### src/sv/pixel_pair_color_converter_assert.svh
// assertion macros used by the converter top level
`ifndef PIXEL_PAIR_COLOR_CONVERTER_ASSERT_SVH
`define PIXEL_PAIR_COLOR_CONVERTER_ASSERT_SVH

// same-cycle implication, skipped while reset is asserted
`define PPCC_ASSERT_IMP(lbl, clk, rstn, ante, cons, msg) \
    lbl: assert property (@(posedge clk) disable iff (!rstn) (ante) |-> (cons)) \
        else $error(msg);

// next-cycle implication, skipped while reset is asserted
`define PPCC_ASSERT_NXT(lbl, clk, rstn, ante, cons, msg) \
    lbl: assert property (@(posedge clk) disable iff (!rstn) (ante) |=> (cons)) \
        else $error(msg);

`endif

### src/sv/ppcc_pkg.sv
// shared types, register codes and mode decode for the pixel pair converter
package ppcc_pkg;

    localparam int CfgIndexW = 1;
    localparam int CfgDataW  = 2;

    localparam logic [CfgIndexW-1:0] REG_SOURCE_FORMAT = 1'd0;
    localparam logic [CfgIndexW-1:0] REG_TARGET_SPACE  = 1'd1;

    localparam logic SRC_YUV420 = 1'b0;
    localparam logic SRC_RGB24  = 1'b1;

    localparam logic [1:0] TGT_LUMA = 2'd0;
    localparam logic [1:0] TGT_YUV  = 2'd1;
    localparam logic [1:0] TGT_RGB  = 2'd2;

    localparam logic [1:0] CHANNELS_LUMA = 2'd1;
    localparam logic [1:0] CHANNELS_FULL = 2'd3;

    typedef enum logic [2:0] {
        MODE_Y_PASS,
        MODE_YUV_SCALE,
        MODE_YUV_RGB,
        MODE_RGB_LUMA,
        MODE_NONE
    } mode_t;

    typedef struct packed {
        logic  en_mul;
        logic  en_sum;
        mode_t mode;
    } lane_ctl_t;

    function automatic mode_t conv_mode(logic src, logic [1:0] tgt);
        mode_t m;
        m = MODE_NONE;
        if (src == SRC_YUV420) begin
            case (tgt)
                TGT_LUMA: m = MODE_Y_PASS;
                TGT_YUV:  m = MODE_YUV_SCALE;
                TGT_RGB:  m = MODE_YUV_RGB;
                default:  m = MODE_NONE;
            endcase
        end else if (tgt == TGT_LUMA) begin
            m = MODE_RGB_LUMA;
        end
        return m;
    endfunction

endpackage

### src/sv/ppcc_lane.sv
// one pixel lane: constant products, then sums with shift and clamp
module ppcc_lane
    import ppcc_pkg::*;
(
    input  logic       aclk,
    input  lane_ctl_t  ctl,
    input  logic [7:0] luma,
    input  logic [7:0] chroma_blue,
    input  logic [7:0] chroma_red,
    input  logic [7:0] red,
    input  logic [7:0] green,
    input  logic [7:0] blue,
    output logic [7:0] chan_a,
    output logic [7:0] chan_b,
    output logic [7:0] chan_c
);

    function automatic logic [7:0] shift_clamp(logic signed [19:0] v);
        logic signed [11:0] s;
        logic [7:0] r;
        s = 12'(v >>> 8);
        if (s < 0) begin
            r = 8'd0;
        end else if (s > 12'sd255) begin
            r = 8'd255;
        end else begin
            r = s[7:0];
        end
        return r;
    endfunction

    logic signed [19:0] ys;
    logic signed [19:0] us;
    logic signed [19:0] vs;

    logic [7:0]         luma_reg;
    logic signed [19:0] p_y298_reg;
    logic signed [19:0] p_v409_reg;
    logic signed [19:0] p_u100_reg;
    logic signed [19:0] p_v208_reg;
    logic signed [19:0] p_u516_reg;
    logic signed [19:0] p_u293_reg;
    logic signed [19:0] p_v293_reg;
    logic [15:0]        p_r76_reg;
    logic [15:0]        p_g150_reg;
    logic [15:0]        p_b29_reg;

    logic [7:0] a_reg;
    logic [7:0] b_reg;
    logic [7:0] c_reg;
    logic [7:0] a_next;
    logic [7:0] b_next;
    logic [7:0] c_next;
    logic [15:0] luma_sum;

    // offsets: chroma minus 128 is the code with its top bit flipped
    assign ys = 20'(signed'({1'b0, luma})) - 20'sd16;
    assign us = 20'(signed'({~chroma_blue[7], chroma_blue[6:0]}));
    assign vs = 20'(signed'({~chroma_red[7], chroma_red[6:0]}));

    always_ff @(posedge aclk) begin
        if (ctl.en_mul) begin
            luma_reg   <= luma;
            p_y298_reg <= ys * 20'sd298;
            p_v409_reg <= vs * 20'sd409;
            p_u100_reg <= us * 20'sd100;
            p_v208_reg <= vs * 20'sd208;
            p_u516_reg <= us * 20'sd516;
            p_u293_reg <= us * 20'sd293;
            p_v293_reg <= vs * 20'sd293;
            p_r76_reg  <= 16'(red) * 16'd76;
            p_g150_reg <= 16'(green) * 16'd150;
            p_b29_reg  <= 16'(blue) * 16'd29;
        end
    end

    assign luma_sum = p_r76_reg + p_g150_reg + p_b29_reg;

    always_comb begin
        a_next = 8'd0;
        b_next = 8'd0;
        c_next = 8'd0;
        unique case (ctl.mode)
            MODE_Y_PASS: begin
                a_next = luma_reg;
            end
            MODE_YUV_SCALE: begin
                a_next = shift_clamp(p_y298_reg);
                b_next = shift_clamp(p_u293_reg);
                c_next = shift_clamp(p_v293_reg);
            end
            MODE_YUV_RGB: begin
                a_next = shift_clamp(p_y298_reg + p_v409_reg);
                b_next = shift_clamp(p_y298_reg - p_u100_reg - p_v208_reg);
                c_next = shift_clamp(p_y298_reg + p_u516_reg);
            end
            MODE_RGB_LUMA: begin
                a_next = luma_sum[15:8];
            end
            default: begin
                a_next = 8'd0;
            end
        endcase
    end

    always_ff @(posedge aclk) begin
        if (ctl.en_sum) begin
            a_reg <= a_next;
            b_reg <= b_next;
            c_reg <= c_next;
        end
    end

    assign chan_a = a_reg;
    assign chan_b = b_reg;
    assign chan_c = c_reg;

endmodule

### src/sv/pixel_pair_color_converter.sv
// top level: config registers, two pixel lanes and the merging output register
//
//  channel  direction  handshake          payload
//  s_       in         s_valid/s_ready    two lumas, shared u/v, two rgb triples
//  m_       out        m_valid/m_ready    two 3-channel pixels, channel_count, unsupported
//  cfg_     in         cfg_we             cfg_index, cfg_wdata
//
// one item per clock sustained while m_ready stays high; an accepted item reaches m_valid
// through the product stage, the sum/clamp stage and the output register
// each stage holds one item and frees itself as soon as the next one moves
// synchronous active-low reset empties the pipeline and loads the register defaults
module pixel_pair_color_converter
    import ppcc_pkg::*;
(
    input  logic                 aclk,
    input  logic                 aresetn,
    input  logic                 cfg_we,
    input  logic [CfgIndexW-1:0] cfg_index,
    input  logic [CfgDataW-1:0]  cfg_wdata,
    input  logic                 s_valid,
    output logic                 s_ready,
    input  logic [7:0]           s_luma_first,
    input  logic [7:0]           s_luma_second,
    input  logic [7:0]           s_chroma_blue,
    input  logic [7:0]           s_chroma_red,
    input  logic [7:0]           s_red_first,
    input  logic [7:0]           s_green_first,
    input  logic [7:0]           s_blue_first,
    input  logic [7:0]           s_red_second,
    input  logic [7:0]           s_green_second,
    input  logic [7:0]           s_blue_second,
    output logic                 m_valid,
    input  logic                 m_ready,
    output logic [7:0]           m_first_chan_a,
    output logic [7:0]           m_first_chan_b,
    output logic [7:0]           m_first_chan_c,
    output logic [7:0]           m_second_chan_a,
    output logic [7:0]           m_second_chan_b,
    output logic [7:0]           m_second_chan_c,
    output logic [1:0]           m_channel_count,
    output logic                 m_unsupported
);

`include "pixel_pair_color_converter_assert.svh"

    logic       source_format_reg;
    logic [1:0] target_space_reg;

    logic mul_valid_reg;
    logic sum_valid_reg;
    logic out_valid_reg;
    logic mul_valid_next;
    logic sum_valid_next;
    logic out_valid_next;

    logic load_out;
    logic adv_sum;
    logic adv_mul;

    mode_t     mode;
    lane_ctl_t ctl;

    logic [7:0] first_a;
    logic [7:0] first_b;
    logic [7:0] first_c;
    logic [7:0] second_a;
    logic [7:0] second_b;
    logic [7:0] second_c;

    logic [7:0] first_a_reg;
    logic [7:0] first_b_reg;
    logic [7:0] first_c_reg;
    logic [7:0] second_a_reg;
    logic [7:0] second_b_reg;
    logic [7:0] second_c_reg;
    logic [1:0] channel_count_reg;
    logic       unsupported_reg;

    always_ff @(posedge aclk) begin
        if (!aresetn) begin
            source_format_reg <= SRC_YUV420;
            target_space_reg  <= TGT_RGB;
        end else if (cfg_we) begin
            unique case (cfg_index)
                REG_SOURCE_FORMAT: source_format_reg <= cfg_wdata[0];
                REG_TARGET_SPACE:  target_space_reg  <= cfg_wdata;
                default: ;
            endcase
        end
    end

    assign mode = conv_mode(source_format_reg, target_space_reg);

    // stage advance, from the output back to the input
    assign load_out = sum_valid_reg && (!out_valid_reg || m_ready);
    assign adv_sum  = !sum_valid_reg || load_out;
    assign adv_mul  = !mul_valid_reg || adv_sum;
    assign s_ready  = adv_mul;

    assign ctl.en_mul = s_valid && s_ready;
    assign ctl.en_sum = mul_valid_reg && adv_sum;
    assign ctl.mode   = mode;

    assign mul_valid_next = ctl.en_mul || (mul_valid_reg && !adv_sum);
    assign sum_valid_next = ctl.en_sum || (sum_valid_reg && !load_out);
    assign out_valid_next = load_out || (out_valid_reg && !m_ready);

    always_ff @(posedge aclk) begin
        if (!aresetn) begin
            mul_valid_reg <= 1'b0;
            sum_valid_reg <= 1'b0;
            out_valid_reg <= 1'b0;
        end else begin
            mul_valid_reg <= mul_valid_next;
            sum_valid_reg <= sum_valid_next;
            out_valid_reg <= out_valid_next;
        end
    end

    ppcc_lane u_lane_first (
        .aclk        (aclk),
        .ctl         (ctl),
        .luma        (s_luma_first),
        .chroma_blue (s_chroma_blue),
        .chroma_red  (s_chroma_red),
        .red         (s_red_first),
        .green       (s_green_first),
        .blue        (s_blue_first),
        .chan_a      (first_a),
        .chan_b      (first_b),
        .chan_c      (first_c)
    );

    ppcc_lane u_lane_second (
        .aclk        (aclk),
        .ctl         (ctl),
        .luma        (s_luma_second),
        .chroma_blue (s_chroma_blue),
        .chroma_red  (s_chroma_red),
        .red         (s_red_second),
        .green       (s_green_second),
        .blue        (s_blue_second),
        .chan_a      (second_a),
        .chan_b      (second_b),
        .chan_c      (second_c)
    );

    // merge both lanes with the per-item flags
    always_ff @(posedge aclk) begin
        if (load_out) begin
            first_a_reg       <= first_a;
            first_b_reg       <= first_b;
            first_c_reg       <= first_c;
            second_a_reg      <= second_a;
            second_b_reg      <= second_b;
            second_c_reg      <= second_c;
            channel_count_reg <= (target_space_reg == TGT_LUMA) ? CHANNELS_LUMA
                                                                : CHANNELS_FULL;
            unsupported_reg   <= (mode == MODE_NONE);
        end
    end

    assign m_valid         = out_valid_reg;
    assign m_first_chan_a  = first_a_reg;
    assign m_first_chan_b  = first_b_reg;
    assign m_first_chan_c  = first_c_reg;
    assign m_second_chan_a = second_a_reg;
    assign m_second_chan_b = second_b_reg;
    assign m_second_chan_c = second_c_reg;
    assign m_channel_count = channel_count_reg;
    assign m_unsupported   = unsupported_reg;

    `PPCC_ASSERT_IMP(a_unsupported_zero, aclk, aresetn,
        m_valid && m_unsupported,
        (m_first_chan_a == 8'd0) && (m_first_chan_b == 8'd0) && (m_first_chan_c == 8'd0) &&
        (m_second_chan_a == 8'd0) && (m_second_chan_b == 8'd0) && (m_second_chan_c == 8'd0),
        "unsupported item carries nonzero channels")
    `PPCC_ASSERT_IMP(a_luma_bc_zero, aclk, aresetn,
        m_valid && (m_channel_count == CHANNELS_LUMA),
        (m_first_chan_b == 8'd0) && (m_first_chan_c == 8'd0) &&
        (m_second_chan_b == 8'd0) && (m_second_chan_c == 8'd0),
        "luma item carries nonzero b or c channel")
    `PPCC_ASSERT_NXT(a_accept_fills_mul, aclk, aresetn,
        ctl.en_mul, mul_valid_reg,
        "accepted item did not reach the product stage")
    `PPCC_ASSERT_NXT(a_load_fills_out, aclk, aresetn,
        load_out, m_valid,
        "output register load lost")

endmodule

### config.mk
export PLATFORM = sky130hd
export DESIGN_NAME = pixel_pair_color_converter
export DESIGN_NICKNAME = d
export VERILOG_FILES = /design/src/sv/ppcc_pkg.sv /design/src/sv/ppcc_lane.sv /design/src/sv/pixel_pair_color_converter.sv
export VERILOG_INCLUDE_DIRS = /design/src /design/src/sv
export SDC_FILE = /design/constraint.sdc
export NUM_CORES = 1
export LEC_CHECK = 0
export ABC_AREA = 1
export BUFFER_PORTS_ARGS = -buffer_cell sky130_fd_sc_hd__buf_2
export CAP_MARGIN = 15
export CORE_UTILIZATION = 67
export DETAILED_ROUTE_END_ITERATION = 16
export PLACE_DENSITY = 0.86
export SYNTH_ARGS = -nofsm -noshare
export SYNTH_HDL_FRONTEND = slang
export SYNTH_SLANG_ARGS = --single-unit
### constraint.sdc
create_clock -name aclk -period 10.2 [get_ports aclk]
set_input_delay 1.02 -clock aclk [delete_from_list [all_inputs] [get_ports aclk]]
set_output_delay 1.02 -clock aclk [all_outputs]
set_load 0.05 [all_outputs]
==> metrics <==
initial antenna violation count=0; Distinct cells, synth=51; Req. time, crit path=10.48 ns; final RePlAce weighted congestion=0.9984; post-layout min period=5.007 ns; Layout Cell Area excl Fill=33,340 sq um; RSZ-0062 raised after global routing=false; Mapped Cells=3,310; sequential area share after synthesis=30.30%; Synth area leader=edfxtp_1; max incr delay on CP=0.54 ns; clk buf depth=3; Non-Filler Instances=4,105; peak supply drop=0.0001806 V; Post-Route Skew=0.01979 ns; Max H-tree Level=2; worst slack at placement=4.648 ns; FILL cells=3,143; crit start category=input pin; Data arrival, critical path=5.28 ns; Warnings, synthesis=0; num ports=141; ANT nets after route=0; Relative slew margins=20.50%; share of post-route cells with drive strength above 1=7.913%; Setup Viol. Count Final=0; grt total ovfl=0; Die Ht=215.8 microns; syn nets=4,126; final wirelength=73,260 microns; largest net degree at the start of global routing=138; maximum clock frequency=0.1997 GHz; Starting Density=68.65%; port buffer count=139; root buf cell=clkbuf_16; GR Util All Layers=31.93%; vias in the first global route=22,880; Resize count post-CTS=0; Worst Path Max Fanout=13; Synth top area share=29.91%; CTS buffer count=36; layout net count=4,304; Finished Core Util=74.75%; period utilization=49.09%; # rows=77; PnR worst setup slack=5.193 ns; type of the worst setup path=input pin to register; ranking of synthesized cells by area=edfxtp_1 (30%), ha_1 (23%), fa_1 (10%); TNS Setup=0 ns; drc violations=0; first-pass GRT wire length=116,700 microns; final slew viol count=0; pwr dens=266.1 nW/um^2; Pleak=16.72 nW; detailed placement HPWL=58,620 microns; Slew @ Worst Pin=1.180 ns; EDFF count, synth=305; Placed Instance Area=32,090 sq um; setup bufs post-CTS=0; Syn Area/Cell=9.252 sq um; Core ar.=44,610 sq um; status=finished, final reports clean; Die Width=215.8 microns; CP Capture Type=register; clock latency on the worst-skew pair=0.56 ns; DR vias=23,410; area grow syn2layout=8.879%; Pre-antenna DRT Iters=6; Final Hold Fails=0; synthesized area=30,620 sq um; Wirelength per Cell=17.85 microns; placed cell count=4,042; Starting DRT DRC Count=1,855; Die ar.=46,570 sq um; max-cap violation count=0; vias per cell=5.702; FFs w/ async S/R, synth=0%; Hold WC Path Type=register to register; clock sink count=311; Post-CTS Hold Buffers=0; # diodes=0; #FFs+latches synth=311; Cell Chain, Critical Path=buf_2 > inv_1 > ha_1 > nand2_1 > nor2_2 > ha_1 > ha_1 > inv_1 > fa_1 > fa_1 > inv_1 > ha_1 > inv_1 > nor3_1 > nand2_1 > o211ai_1 > a31oi_1 > o21ai_0 > xor2_1; CTS tree=yes; crit path max-delay cell type=fa_1; Clock Pin Slew Worst Setup and Hold Paths=0.06 ns; prevailing post-synth register cell=edfxtp_1
-- stage by stage --
step	power [mW]	hold WS, ns
CTS	8.745	0.4183
finish	8.872	0.4163
global route	9.557	0.4220
floorplan	5.960	0.4003
global placement	7.169	0.4011
detailed placement	7.278	0.4045
-- synthesized netlist by cell type, types with 22 or more instances --
cell,n
nor2_1,183
ha_1,568
a21o_1,22
xnor2_1,71
fa_1,160
edfxtp_1,305
nand2_1,602
nand3_1,129
o21bai_1,30
xor2_1,122
o21ai_0,109
nor3_1,25
nand2_2,34
a21oi_1,263
inv_1,543
-- cells by family (layout without fill, tap and decap cells) --
group / after synthesis / after routing / synth area share, %
AOI/OAI and AO/OA: 504 / 504 / 9.483
buffers and inverters: 551 / 754 / 6.766
other: 1 / 1 / 0.01225
and+or+nand+nor: 1022 / 1022 / 14.25
xor gates and xnor gates: 193 / 193 / 5.520
adders and majority gates: 728 / 728 / 33.67
DFF: 311 / 311 / 30.30
-- power by group --
part | leakage [nW] | switching, mW | total, mW | internal [mW]
sequential | 3.01 | 0.258 | 2.08 | 1.83
combinational | 13.1 | 3.43 | 5.40 | 1.97
clock | 0.605 | 0.543 | 1.39 | 0.845
total | 16.7 | 4.24 | 8.87 | 4.64
-- path summary, 6_finish.rpt --
check / startpoint / endpoint / slack, ns / depth (start not counted)
worst max-delay path: s_luma_first[4] / u_lane_first.p_y298_reg[17] / 5.19 / 19
worst min register to register: u_lane_second.chan_b[5] / m_second_chan_b[5] / 0.42 / 0
worst min-delay path: u_lane_second.chan_b[5] / m_second_chan_b[5] / 0.42 / 0
worst max register to register: u_lane_second.p_u100_reg[18] / u_lane_second.chan_b[3] / 6.92 / 15
-- critical path: cells and delay by family --
kind / cells / cell delay (ns)
buffers and inverters: 5 / 0.48
adder cells (fa/ha/maj): 6 / 2.23
AND/OR/NAND/NOR: 4 / 0.86
AO/OA/AOI/OAI: 3 / 0.57
XOR/XNOR: 1 / 0.10
-- area by class of cell --
type,instances,area [sq um],area share [%]
multi-input cells,2448,19280,57.84
clock buffers,41,940.9,2.822
clock inverters,22,311.5,0.9344
repair buffers,142,718.2,2.154
inverters,549,2068,6.203
well taps,592,740.7,2.222
flip-flops and latches,311,9279,27.83
-- per-layer routing --
| layer | global-route usage [%] | up-vias | routed length (microns) |
|---|---|---|---|
| met5 | 0 | - | 0 |
| met4 | 10.85 | 0 | 2423 |
| met3 | 5.060 | 145 | 5240 |
| met2 | 53.82 | 794 | 34810 |
| met1 | 41.86 | 10990 | 30790 |
| li1 | - | 11480 | - |
-- cell usage in the layout (no fill, tap or decap), types with 22 or more instances in the layout --
master     netlist  final
nand2_1        602    602
ha_1           568    568
inv_1          543    541
edfxtp_1       305    305
a21oi_1        263    262
nor2_1         183    183
fa_1           160    160
buf_2            0    139
nand3_1        129    129
xor2_1         122    122
o21ai_0        109    109
xnor2_1         71     71
clkbuf_16        0     37
nand2_2         34     34
o21bai_1        30     30
nor3_1          25     25
a21o_1          22     22
(Power assumes the default switching activity.)
